## src/sv/assert_macros.svh

```systemverilog
// Assertion macros shared by the list engine RTL.
// Depends on nothing; include by bare file name.
`ifndef ASSERT_MACROS_SVH
`define ASSERT_MACROS_SVH
// Check an implication on every clock edge outside reset.
`define ASSERT_IMPLY(label, clk, rst, pre, post) \
   label: assert property (@(posedge clk) disable iff (rst) (pre) |-> (post)) \
      else $error("assertion failed");
// Check an implication whose consequent must hold in the following cycle.
`define ASSERT_NEXT(label, clk, rst, pre, post) \
   label: assert property (@(posedge clk) disable iff (rst) (pre) |=> (post)) \
      else $error("assertion failed");
`endif

```

## src/sv/slte_pkg.sv

```systemverilog
// Package for the list table engine: opcodes, status codes, sequencer states.
// Depends on nothing.
`default_nettype none
package slte_pkg;
   localparam int LIST_CAPACITY_DEF = 64;
   localparam int ELEM_BITS_DEF     = 32;

   typedef enum logic [2:0] {
      OP_CLEAR, OP_INSERT, OP_APPEND, OP_DELETE, OP_DELETE_LAST,
      OP_FIND, OP_EXTREMES, OP_SORT
   } opcode_type;

   typedef enum logic [2:0] {
      ST_OK, ST_FULL, ST_EMPTY, ST_RANGE, ST_NOT_FOUND
   } status_type;

   typedef enum logic [3:0] {
      S_IDLE, S_UP_RD, S_UP_WR, S_DN_RD, S_DN_WR, S_PUT,
      S_SCAN_RD, S_SCAN_CHK, S_SRT_RD, S_SRT_CMP, S_SRT_RDJ, S_SRT_CHK,
      S_DONE
   } state_type;
endpackage
`default_nettype wire

```

## src/sv/slte_ram.sv

```systemverilog
// Generic single-port RAM with registered read.
// Depends on nothing.
`default_nettype none
module slte_ram #(
   parameter int WIDTH = 32,
   parameter int DEPTH = 64
) (
   input  wire logic                     clock,
   input  wire logic                     we,
   input  wire logic [$clog2(DEPTH)-1:0] addr,
   input  wire logic [WIDTH-1:0]         wdata,
   output logic      [WIDTH-1:0]         rdata
);
   logic [WIDTH-1:0] mem [DEPTH];
   always_ff @(posedge clock) begin
      if (we) mem[addr] <= wdata;
      rdata <= mem[addr];
   end
endmodule
`default_nettype wire

```

## src/sv/static_list_table_engine_core.sv

```systemverilog
// Top level of the list table engine: sequencer, shared comparator, list RAM.
// Depends on slte_pkg, slte_ram and assert_macros.svh.
`default_nettype none
`include "assert_macros.svh"
// Ordered list of signed words in one single-port RAM, driven by one command
// word at a time. Pulse start while busy is low; busy stays high until the
// result word appears on the rsp_ ports with rsp_valid for exactly one cycle,
// which the receiver must take then, since it cannot stall. Insert and delete
// move the tail through the RAM port one element at a time, a read and then a
// write per element moved. Find and extremes read one element at a time, each
// read followed by a check. Sort is insertion sort on the single RAM port, so
// O(count^2) compares and moves in the worst case; the one RAM port paces
// every command.
module static_list_table_engine_core
   import slte_pkg::*;
#(
   parameter int LIST_CAPACITY = LIST_CAPACITY_DEF,
   parameter int ELEM_BITS     = ELEM_BITS_DEF
) (
   input  wire logic               clock,
   input  wire logic               reset,
   input  wire logic               start,
   output logic                    busy,
   input  wire logic [2:0]         req_opcode,
   input  wire logic signed [31:0] req_item_value,
   input  wire logic [6:0]         req_position,
   input  wire logic               req_ascending,
   output logic                    rsp_valid,
   output logic signed [31:0]      rsp_out_value,
   output logic signed [31:0]      rsp_out_min,
   output logic signed [6:0]       rsp_found_index,
   output logic [2:0]              rsp_status,
   output logic [6:0]              rsp_list_length
);
   localparam int AW = $clog2(LIST_CAPACITY);
   localparam int CW = $clog2(LIST_CAPACITY + 1);
   localparam int CAP = LIST_CAPACITY;

   state_type state_ff, state_in;
   logic [CW-1:0] count_ff, count_in;
   logic [CW-1:0] i_ff, i_in, j_ff, j_in;
   logic [2:0] op_ff, op_in;
   logic [ELEM_BITS-1:0] val_ff, val_in, key_ff, key_in;
   logic [ELEM_BITS-1:0] max_ff, max_in, min_ff, min_in;
   logic [CW-1:0] pos_ff, pos_in;
   logic asc_ff, asc_in;
   logic [2:0] st_ff, st_in;
   logic [6:0] fidx_ff, fidx_in;
   logic first_ff, first_in;

   logic we;
   logic [AW-1:0] addr;
   logic [ELEM_BITS-1:0] wdata, rdata;

   slte_ram #(.WIDTH(ELEM_BITS), .DEPTH(LIST_CAPACITY)) u_ram (
      .clock(clock), .we(we), .addr(addr), .wdata(wdata), .rdata(rdata));

   // shared signed comparator: a < b
   logic [ELEM_BITS-1:0] cmp_a, cmp_b;
   logic cmp_lt;
   assign cmp_lt = $signed(cmp_a) < $signed(cmp_b);

   function automatic logic [31:0] ext32(input logic [ELEM_BITS-1:0] x);
      logic [63:0] w;
      w = 64'($signed(x));
      return w[31:0];
   endfunction

   logic [63:0] item_ext;
   assign item_ext = 64'(req_item_value);

   always_ff @(posedge clock) begin
      if (reset) begin
         state_ff <= S_IDLE;
         count_ff <= '0;
      end else begin
         state_ff <= state_in;
         count_ff <= count_in;
      end
      i_ff <= i_in; j_ff <= j_in; op_ff <= op_in; val_ff <= val_in;
      key_ff <= key_in; max_ff <= max_in; min_ff <= min_in; pos_ff <= pos_in;
      asc_ff <= asc_in; st_ff <= st_in; fidx_ff <= fidx_in; first_ff <= first_in;
   end

   // next state
   always_comb begin
      state_in = state_ff;
      unique case (state_ff)
         S_IDLE: if (start) begin
            unique case (opcode_type'(req_opcode))
               OP_CLEAR, OP_APPEND:
                  state_in = (opcode_type'(req_opcode) == OP_APPEND
                              && count_ff != CW'(CAP)) ? S_PUT : S_DONE;
               OP_INSERT:
                  state_in = (count_ff == CW'(CAP) || 32'(req_position) > 32'(count_ff))
                             ? S_DONE : ((32'(req_position) == 32'(count_ff)) ? S_PUT
                             : S_UP_RD);
               OP_DELETE:
                  state_in = (count_ff == '0 || 32'(req_position) >= 32'(count_ff))
                             ? S_DONE : S_DN_RD;
               OP_DELETE_LAST, OP_FIND, OP_EXTREMES:
                  state_in = (count_ff == '0) ? S_DONE : S_SCAN_RD;
               OP_SORT: state_in = (count_ff > CW'(1)) ? S_SRT_RD : S_DONE;
               default: state_in = S_DONE;
            endcase
         end
         S_UP_RD:    state_in = S_UP_WR;
         S_UP_WR:    state_in = (i_ff - CW'(1) == pos_ff) ? S_PUT : S_UP_RD;
         S_DN_RD:    state_in = S_DN_WR;
         S_DN_WR:    state_in = (i_ff + CW'(2) >= count_ff) ? S_DONE : S_DN_RD;
         S_PUT:      state_in = S_DONE;
         S_SCAN_RD:  state_in = S_SCAN_CHK;
         S_SCAN_CHK: begin
            if (op_ff == OP_DELETE_LAST) state_in = S_DONE;
            else if (op_ff == OP_FIND && rdata == val_ff) state_in = S_DONE;
            else state_in = (i_ff + CW'(1) >= count_ff) ? S_DONE : S_SCAN_RD;
         end
         S_SRT_RD:   state_in = S_SRT_CMP;
         S_SRT_CMP:  state_in = S_SRT_RDJ;
         S_SRT_RDJ:  state_in = S_SRT_CHK;
         S_SRT_CHK: begin
            if (cmp_lt && j_ff != '0) state_in = S_SRT_RDJ;
            else state_in = (i_ff + CW'(1) >= count_ff) ? S_DONE : S_SRT_RD;
         end
         S_DONE:     state_in = S_IDLE;
         default:    state_in = S_IDLE;
      endcase
   end

   // datapath and RAM control
   always_comb begin
      count_in = count_ff; i_in = i_ff; j_in = j_ff; op_in = op_ff;
      val_in = val_ff; key_in = key_ff; max_in = max_ff; min_in = min_ff;
      pos_in = pos_ff; asc_in = asc_ff; st_in = st_ff; fidx_in = fidx_ff;
      first_in = first_ff;
      we = 1'b0; addr = '0; wdata = '0;
      cmp_a = rdata; cmp_b = key_ff;
      unique case (state_ff)
         S_IDLE: if (start) begin
            op_in = req_opcode; val_in = item_ext[ELEM_BITS-1:0];
            pos_in = CW'(req_position); asc_in = req_ascending;
            st_in = ST_OK; fidx_in = 7'h7F; first_in = 1'b1;
            max_in = '0; min_in = '0;
            unique case (opcode_type'(req_opcode))
               OP_CLEAR: count_in = '0;
               OP_INSERT: begin
                  if (count_ff == CW'(CAP)) st_in = ST_FULL;
                  else if (32'(req_position) > 32'(count_ff)) st_in = ST_RANGE;
                  i_in = count_ff;
                  pos_in = (32'(req_position) == 32'(count_ff)) ? count_ff
                           : CW'(req_position);
               end
               OP_APPEND: begin
                  if (count_ff == CW'(CAP)) st_in = ST_FULL;
                  pos_in = count_ff;
               end
               OP_DELETE: begin
                  if (count_ff == '0) st_in = ST_EMPTY;
                  else if (32'(req_position) >= 32'(count_ff)) st_in = ST_RANGE;
                  i_in = CW'(req_position);
                  // fetch the element being removed
                  addr = AW'(req_position);
               end
               OP_DELETE_LAST: begin
                  if (count_ff == '0) st_in = ST_EMPTY;
                  i_in = count_ff - CW'(1);
               end
               OP_FIND: begin
                  st_in = ST_NOT_FOUND; i_in = '0;
               end
               OP_EXTREMES: begin
                  if (count_ff == '0) st_in = ST_EMPTY;
                  i_in = '0;
               end
               OP_SORT: i_in = CW'(1);
               default: ;
            endcase
         end
         S_UP_RD: addr = AW'(i_ff - CW'(1));
         S_UP_WR: begin
            we = 1'b1; addr = AW'(i_ff); wdata = rdata; i_in = i_ff - CW'(1);
         end
         S_DN_RD: addr = AW'(i_ff + CW'(1));
         S_DN_WR: begin
            we = 1'b1; addr = AW'(i_ff); wdata = rdata; i_in = i_ff + CW'(1);
            // trim the count on the last move
            if (i_ff + CW'(2) >= count_ff) count_in = count_ff - CW'(1);
         end
         S_PUT: begin
            we = 1'b1; addr = AW'(pos_ff); wdata = val_ff;
            count_in = count_ff + CW'(1);
         end
         S_SCAN_RD: addr = AW'(i_ff);
         S_SCAN_CHK: begin
            i_in = i_ff + CW'(1);
            unique case (opcode_type'(op_ff))
               OP_DELETE_LAST: begin
                  max_in = rdata; count_in = count_ff - CW'(1);
               end
               OP_FIND: if (rdata == val_ff) begin
                  st_in = ST_OK; fidx_in = 7'(i_ff);
               end
               default: begin
                  // hold max in max_ff, min in min_ff
                  cmp_a = max_ff; cmp_b = rdata;
                  if (first_ff || cmp_lt) max_in = rdata;
                  if (first_ff || $signed(rdata) < $signed(min_ff)) min_in = rdata;
                  first_in = 1'b0;
               end
            endcase
         end
         S_SRT_RD: addr = AW'(i_ff);
         S_SRT_CMP: begin
            key_in = rdata; j_in = i_ff; addr = AW'(i_ff - CW'(1));
         end
         S_SRT_RDJ: addr = AW'(j_ff - CW'(1));
         S_SRT_CHK: begin
            // rdata holds element j-1; shift it up while key belongs before it
            if (asc_ff) begin cmp_a = key_ff; cmp_b = rdata; end
            else begin cmp_a = rdata; cmp_b = key_ff; end
            we = 1'b1;
            if (cmp_lt && j_ff != '0) begin
               addr = AW'(j_ff); wdata = rdata; j_in = j_ff - CW'(1);
            end else begin
               addr = AW'(j_ff); wdata = key_ff; i_in = i_ff + CW'(1);
            end
         end
         default: ;
      endcase
   end

   // a delete-at reads its element at the start of the shift
   logic [ELEM_BITS-1:0] removed_ff;
   logic grab_ff;
   always_ff @(posedge clock) begin
      grab_ff <= (state_ff == S_IDLE) && start
                 && opcode_type'(req_opcode) == OP_DELETE;
      if (grab_ff) removed_ff <= rdata;
   end

   // outputs
   always_comb begin
      busy = (state_ff != S_IDLE);
      rsp_valid = (state_ff == S_DONE);
      rsp_list_length = 7'(count_ff);
      rsp_status = st_ff;
      rsp_found_index = fidx_ff;
      rsp_out_value = '0; rsp_out_min = '0;
      case (op_ff)
         OP_DELETE: if (st_ff == ST_OK) rsp_out_value = ext32(removed_ff);
         OP_DELETE_LAST: if (st_ff == ST_OK) rsp_out_value = ext32(max_ff);
         OP_EXTREMES: if (st_ff == ST_OK) begin
            rsp_out_value = ext32(max_ff); rsp_out_min = ext32(min_ff);
         end
         default: ;
      endcase
   end

   `ASSERT_IMPLY(a_valid_busy, clock, reset, rsp_valid, busy)
   `ASSERT_NEXT(a_done_idle, clock, reset, rsp_valid, !busy)
   `ASSERT_IMPLY(a_len_cap, clock, reset, 1'b1, 32'(count_ff) <= CAP)
endmodule
`default_nettype wire

```

## config.mk

```make
export PLATFORM = sky130hd
export DESIGN_NAME = static_list_table_engine_core
export DESIGN_NICKNAME = d
export VERILOG_FILES = /design/src/sv/slte_pkg.sv /design/src/sv/slte_ram.sv /design/src/sv/static_list_table_engine_core.sv
export VERILOG_INCLUDE_DIRS = /design/src /design/src/sv
export SDC_FILE = /design/constraint.sdc
export NUM_CORES = 2
export LEC_CHECK = 0
export BUFFER_PORTS_ARGS = -buffer_cell sky130_fd_sc_hd__buf_2
export CAP_MARGIN = 15
export CELL_PAD_IN_SITES_DETAIL_PLACEMENT = 1
export CELL_PAD_IN_SITES_GLOBAL_PLACEMENT = 1
export CORE_MARGIN = 2
export CORE_UTILIZATION = 54
export CTS_BUF_LIST = sky130_fd_sc_hd__clkbuf_8 sky130_fd_sc_hd__clkbuf_16
export CTS_CLUSTER_DIAMETER = 50
export DETAILED_ROUTE_END_ITERATION = 10
export HOLD_SLACK_MARGIN = 0.15
export PLACE_DENSITY = 0.82
export SYNTH_ARGS = -nofsm -noshare
export SYNTH_HDL_FRONTEND = slang
export SYNTH_HIERARCHICAL = 1
export SYNTH_SLANG_ARGS = --single-unit
```

## constraint.sdc

```tcl
create_clock -name clock -period 7.75 [get_ports clock]
set_input_delay 0.3875 -clock clock [delete_from_list [all_inputs] [get_ports clock]]
set_output_delay 0.3875 -clock clock [all_outputs]
set_load 0.005 [all_outputs]
```

==> results.yml <==
run_status:
  status: "complete, but fails checks"
  violations: "max-capacitance violations, max-slew violations"
floorplan:
  core_um2: 171900
  io_pins: 129
  rows: 152
  dieArea_um2: 176700
  start_util_pct: 54.45
  chipWidth_um: 420.4
  die_h_um: 420.4
cts:
  cts_buffer_depth: 3
  cts.clk_slew.worst_paths_ns: 0.06
  hold_buffers: 45
  clock_latency_ns: 0.91
  clk_root_buffer_cell: "clkbuf_16"
  cts_post_setup_buffers_inserted: 0
  htreeDepth: 4
  cts.sinks: 2288
  cts_tree: "yes"
  cts.repair.resized: 0
  cts_made_buffers: 225
final_layout:
  final_core_util_pct: 61.89
  area_delta_synth_final_pct: 13.65
  final_cell_mix: "edfxtp_1, a221oi_1, a22oi_1"
  finish.net_count: 6227
  drive_above_1_share_pct: 17.87
  final_common_cell: "edfxtp_1"
yosys:
  syn_nets: 6031
  yosys_most_used_dff: "edfxtp_1"
  syn-instance-count: 5891
  ys_ff_latch: 2288
  synth_area_um2: 93620
  ys_warn_count: 6
  synth.avg_cell_area_um2: 15.89
  async_reset_ff_share_pct: 0
  synth_cell_types: 81
  synth_seq_area_share_pct: 72.92
  synth-edff-count: 2244
global_routing:
  grt_pass1_wl_um: 503000
  grt_overflow_total: 0
  antenna_found_initial: 28
  grt_max_degree: 126
  grt_pass1_vias: 66110
  grt_use_total_pct: 40.48
drt:
  drtAntennaViolNets: 0
  wl_um: 370100
  drtIter0Drc: 12860
  wl_per_cell_um: 42.95
  vias: 66300
  first_pass_iters: 9
  route.detailed.drc: 0
  viasPerCell: 7.696
critical_path:
  end_kind: "flip-flop"
  cp_data_required_time_ns: 8.33
  crit_arrival_ns: 7.49
  worstPathMaxFanout: 40
  path_class: "reg -> reg"
  critPathLaunchType: "flip-flop"
timing:
  max_freq_ghz: 0.1448
  fin_tns_setup_ns: 0
  max_slew.worst_pin.slew_ns: 2.023
  hold_viol_final: 0
  fin_crit_sh_pct: 89.13
  fin_worst_skew_ns: 0.07534
  slew-limit-headroom_pct: -35.93
  layout_min_cycle_time_ns: 6.908
  rsz0062_at_grt: "no"
  slew_viol_final: 3
  setup_violations: 0
flow_run:
  maxCapViolations: 1
place:
  globalplace.congestion: 0.9202
  io_buffers: 128
  dp_hpwl_um: 200000
hold_path:
  hp-class: "in -> reg"
## metal layers
layer  share of wire (%)  vias to the layer above  track usage (%)  routed length [µm]
met5                0.10                        -            1.306                 372
met4                 8.8                       24            29.69               32560
met3                  16                     1976            13.97               57720
met2                  44                     7187            60.36              162700
met1                  32                    32660            48.86              116700
li1                    -                    24460                -                   -
## metrics by stage
step	setup slack, ns	cells	hold WS, ns	instance area (µm²)
after detailed placement	1.088	8109	0.5658	97910
after global routing	0.7369	8597	0.2183	106400
after CTS	1.056	8579	0.1952	106100
after floorplan	2.368	5891	0.4864	93620
final	0.8425	8615	0.2265	106400
after global placement	1.314	8108	0.5646	97890
## path summary, 6_finish.rpt
| kind | start | to | slack [ns] | cells after the start |
|---|---|---|---|---|
| worst max-delay path | state_ff[3] | u_ram/mem[51][6] | 0.84 | 15 |
| worst min-delay path | req_item_value[19] | val_ff[19] | 0.23 | 2 |
| worst max register to register | state_ff[3] | u_ram/mem[51][6] | 0.84 | 15 |
| worst min register to register | u_ram/rdata[7] | key_ff[7] | 0.65 | 0 |
## state kept, by name, indices dropped and copies added (netlist names)
name,flops
op_ff,3
j_ff,7
pos_ff,7
asc_ff,1
i_ff,7
rsp_status,3
grab_ff,1
max_ff,32
rsp_list_length,7
u_ram/mem,2048
rsp_found_index,7
first_ff,1
removed_ff,32
state_ff,4
min_ff,32
u_ram/rdata,32
key_ff,32
val_ff,32
## cell type report
| type | count | area [µm²] |
|---|---|---|
| diodes | 20 | 50.05 |
| clock buffers | 243 | 5957 |
| clock inverters | 182 | 1752 |
| fillers | 15200 | 65530 |
| inverters | 61 | 237.7 |
| multi-input cells | 3077 | 23670 |
| flip-flops and latches | 2288 | 68270 |
| well taps | 2310 | 2890 |
| repair buffers | 434 | 3576 |
## Yosys cell counts (42+ instances only)
cell type | instances | area (µm²)
nor3b_1 | 70 | 525.5
nand2_1 | 193 | 724.4
o21ai_0 | 162 | 810.8
nand3_1 | 92 | 460.4
nand3b_1 | 71 | 533.0
mux2_2 | 131 | 1475
nor3_1 | 94 | 470.5
a22oi_1 | 285 | 2140
mux2i_1 | 145 | 1451
clkbuf_1 | 235 | 882.1
buf_2 | 137 | 685.7
o22ai_1 | 125 | 782.0
a221oi_1 | 290 | 2540
xor2_1 | 43 | 376.6
nor2_1 | 192 | 720.7
or3b_2 | 53 | 464.2
edfxtp_1 | 2244 | 67380
ha_1 | 94 | 1176
a221o_1 | 83 | 830.8
dfxtp_1 | 44 | 880.8
nand4_1 | 42 | 262.8
inv_1 | 58 | 217.7
and3_1 | 110 | 688.2
a21oi_1 | 184 | 920.9
and2_1 | 71 | 444.2
o221ai_1 | 46 | 402.9
## cell families after synthesis
| logic type | after synthesis | share of synthesized area, % |
|---|---|---|
| DFF | 2288 | 72.92 |
| adders and majority gates | 94 | 1.256 |
| muxes | 323 | 4.185 |
| xor gates and xnor gates | 64 | 0.5988 |
| and+or+nand+nor | 1079 | 6.328 |
| AOI/OAI and AO/OA | 1517 | 12.11 |
| buffers and inverters | 526 | 2.601 |
## worst max-delay path: stages, from the launching register on
cell	delay, ns
dfxtp_1	0.79
and4b_1	0.30
inv_2	0.16
nor2_2	0.12
nor2_4	0.73
buf_4	0.40
a21oi_1	0.13
ha_1	0.32
a211o_1	0.30
a221o_1	0.32
a41o_1	0.21
a31oi_1	0.21
o41a_1	0.39
a31o_4	0.69
a221o_2	0.84
buf_4	0.60
Power is not shown: default switching activity piles up to over one toggle a cycle in this logic, so the estimate is an artifact.
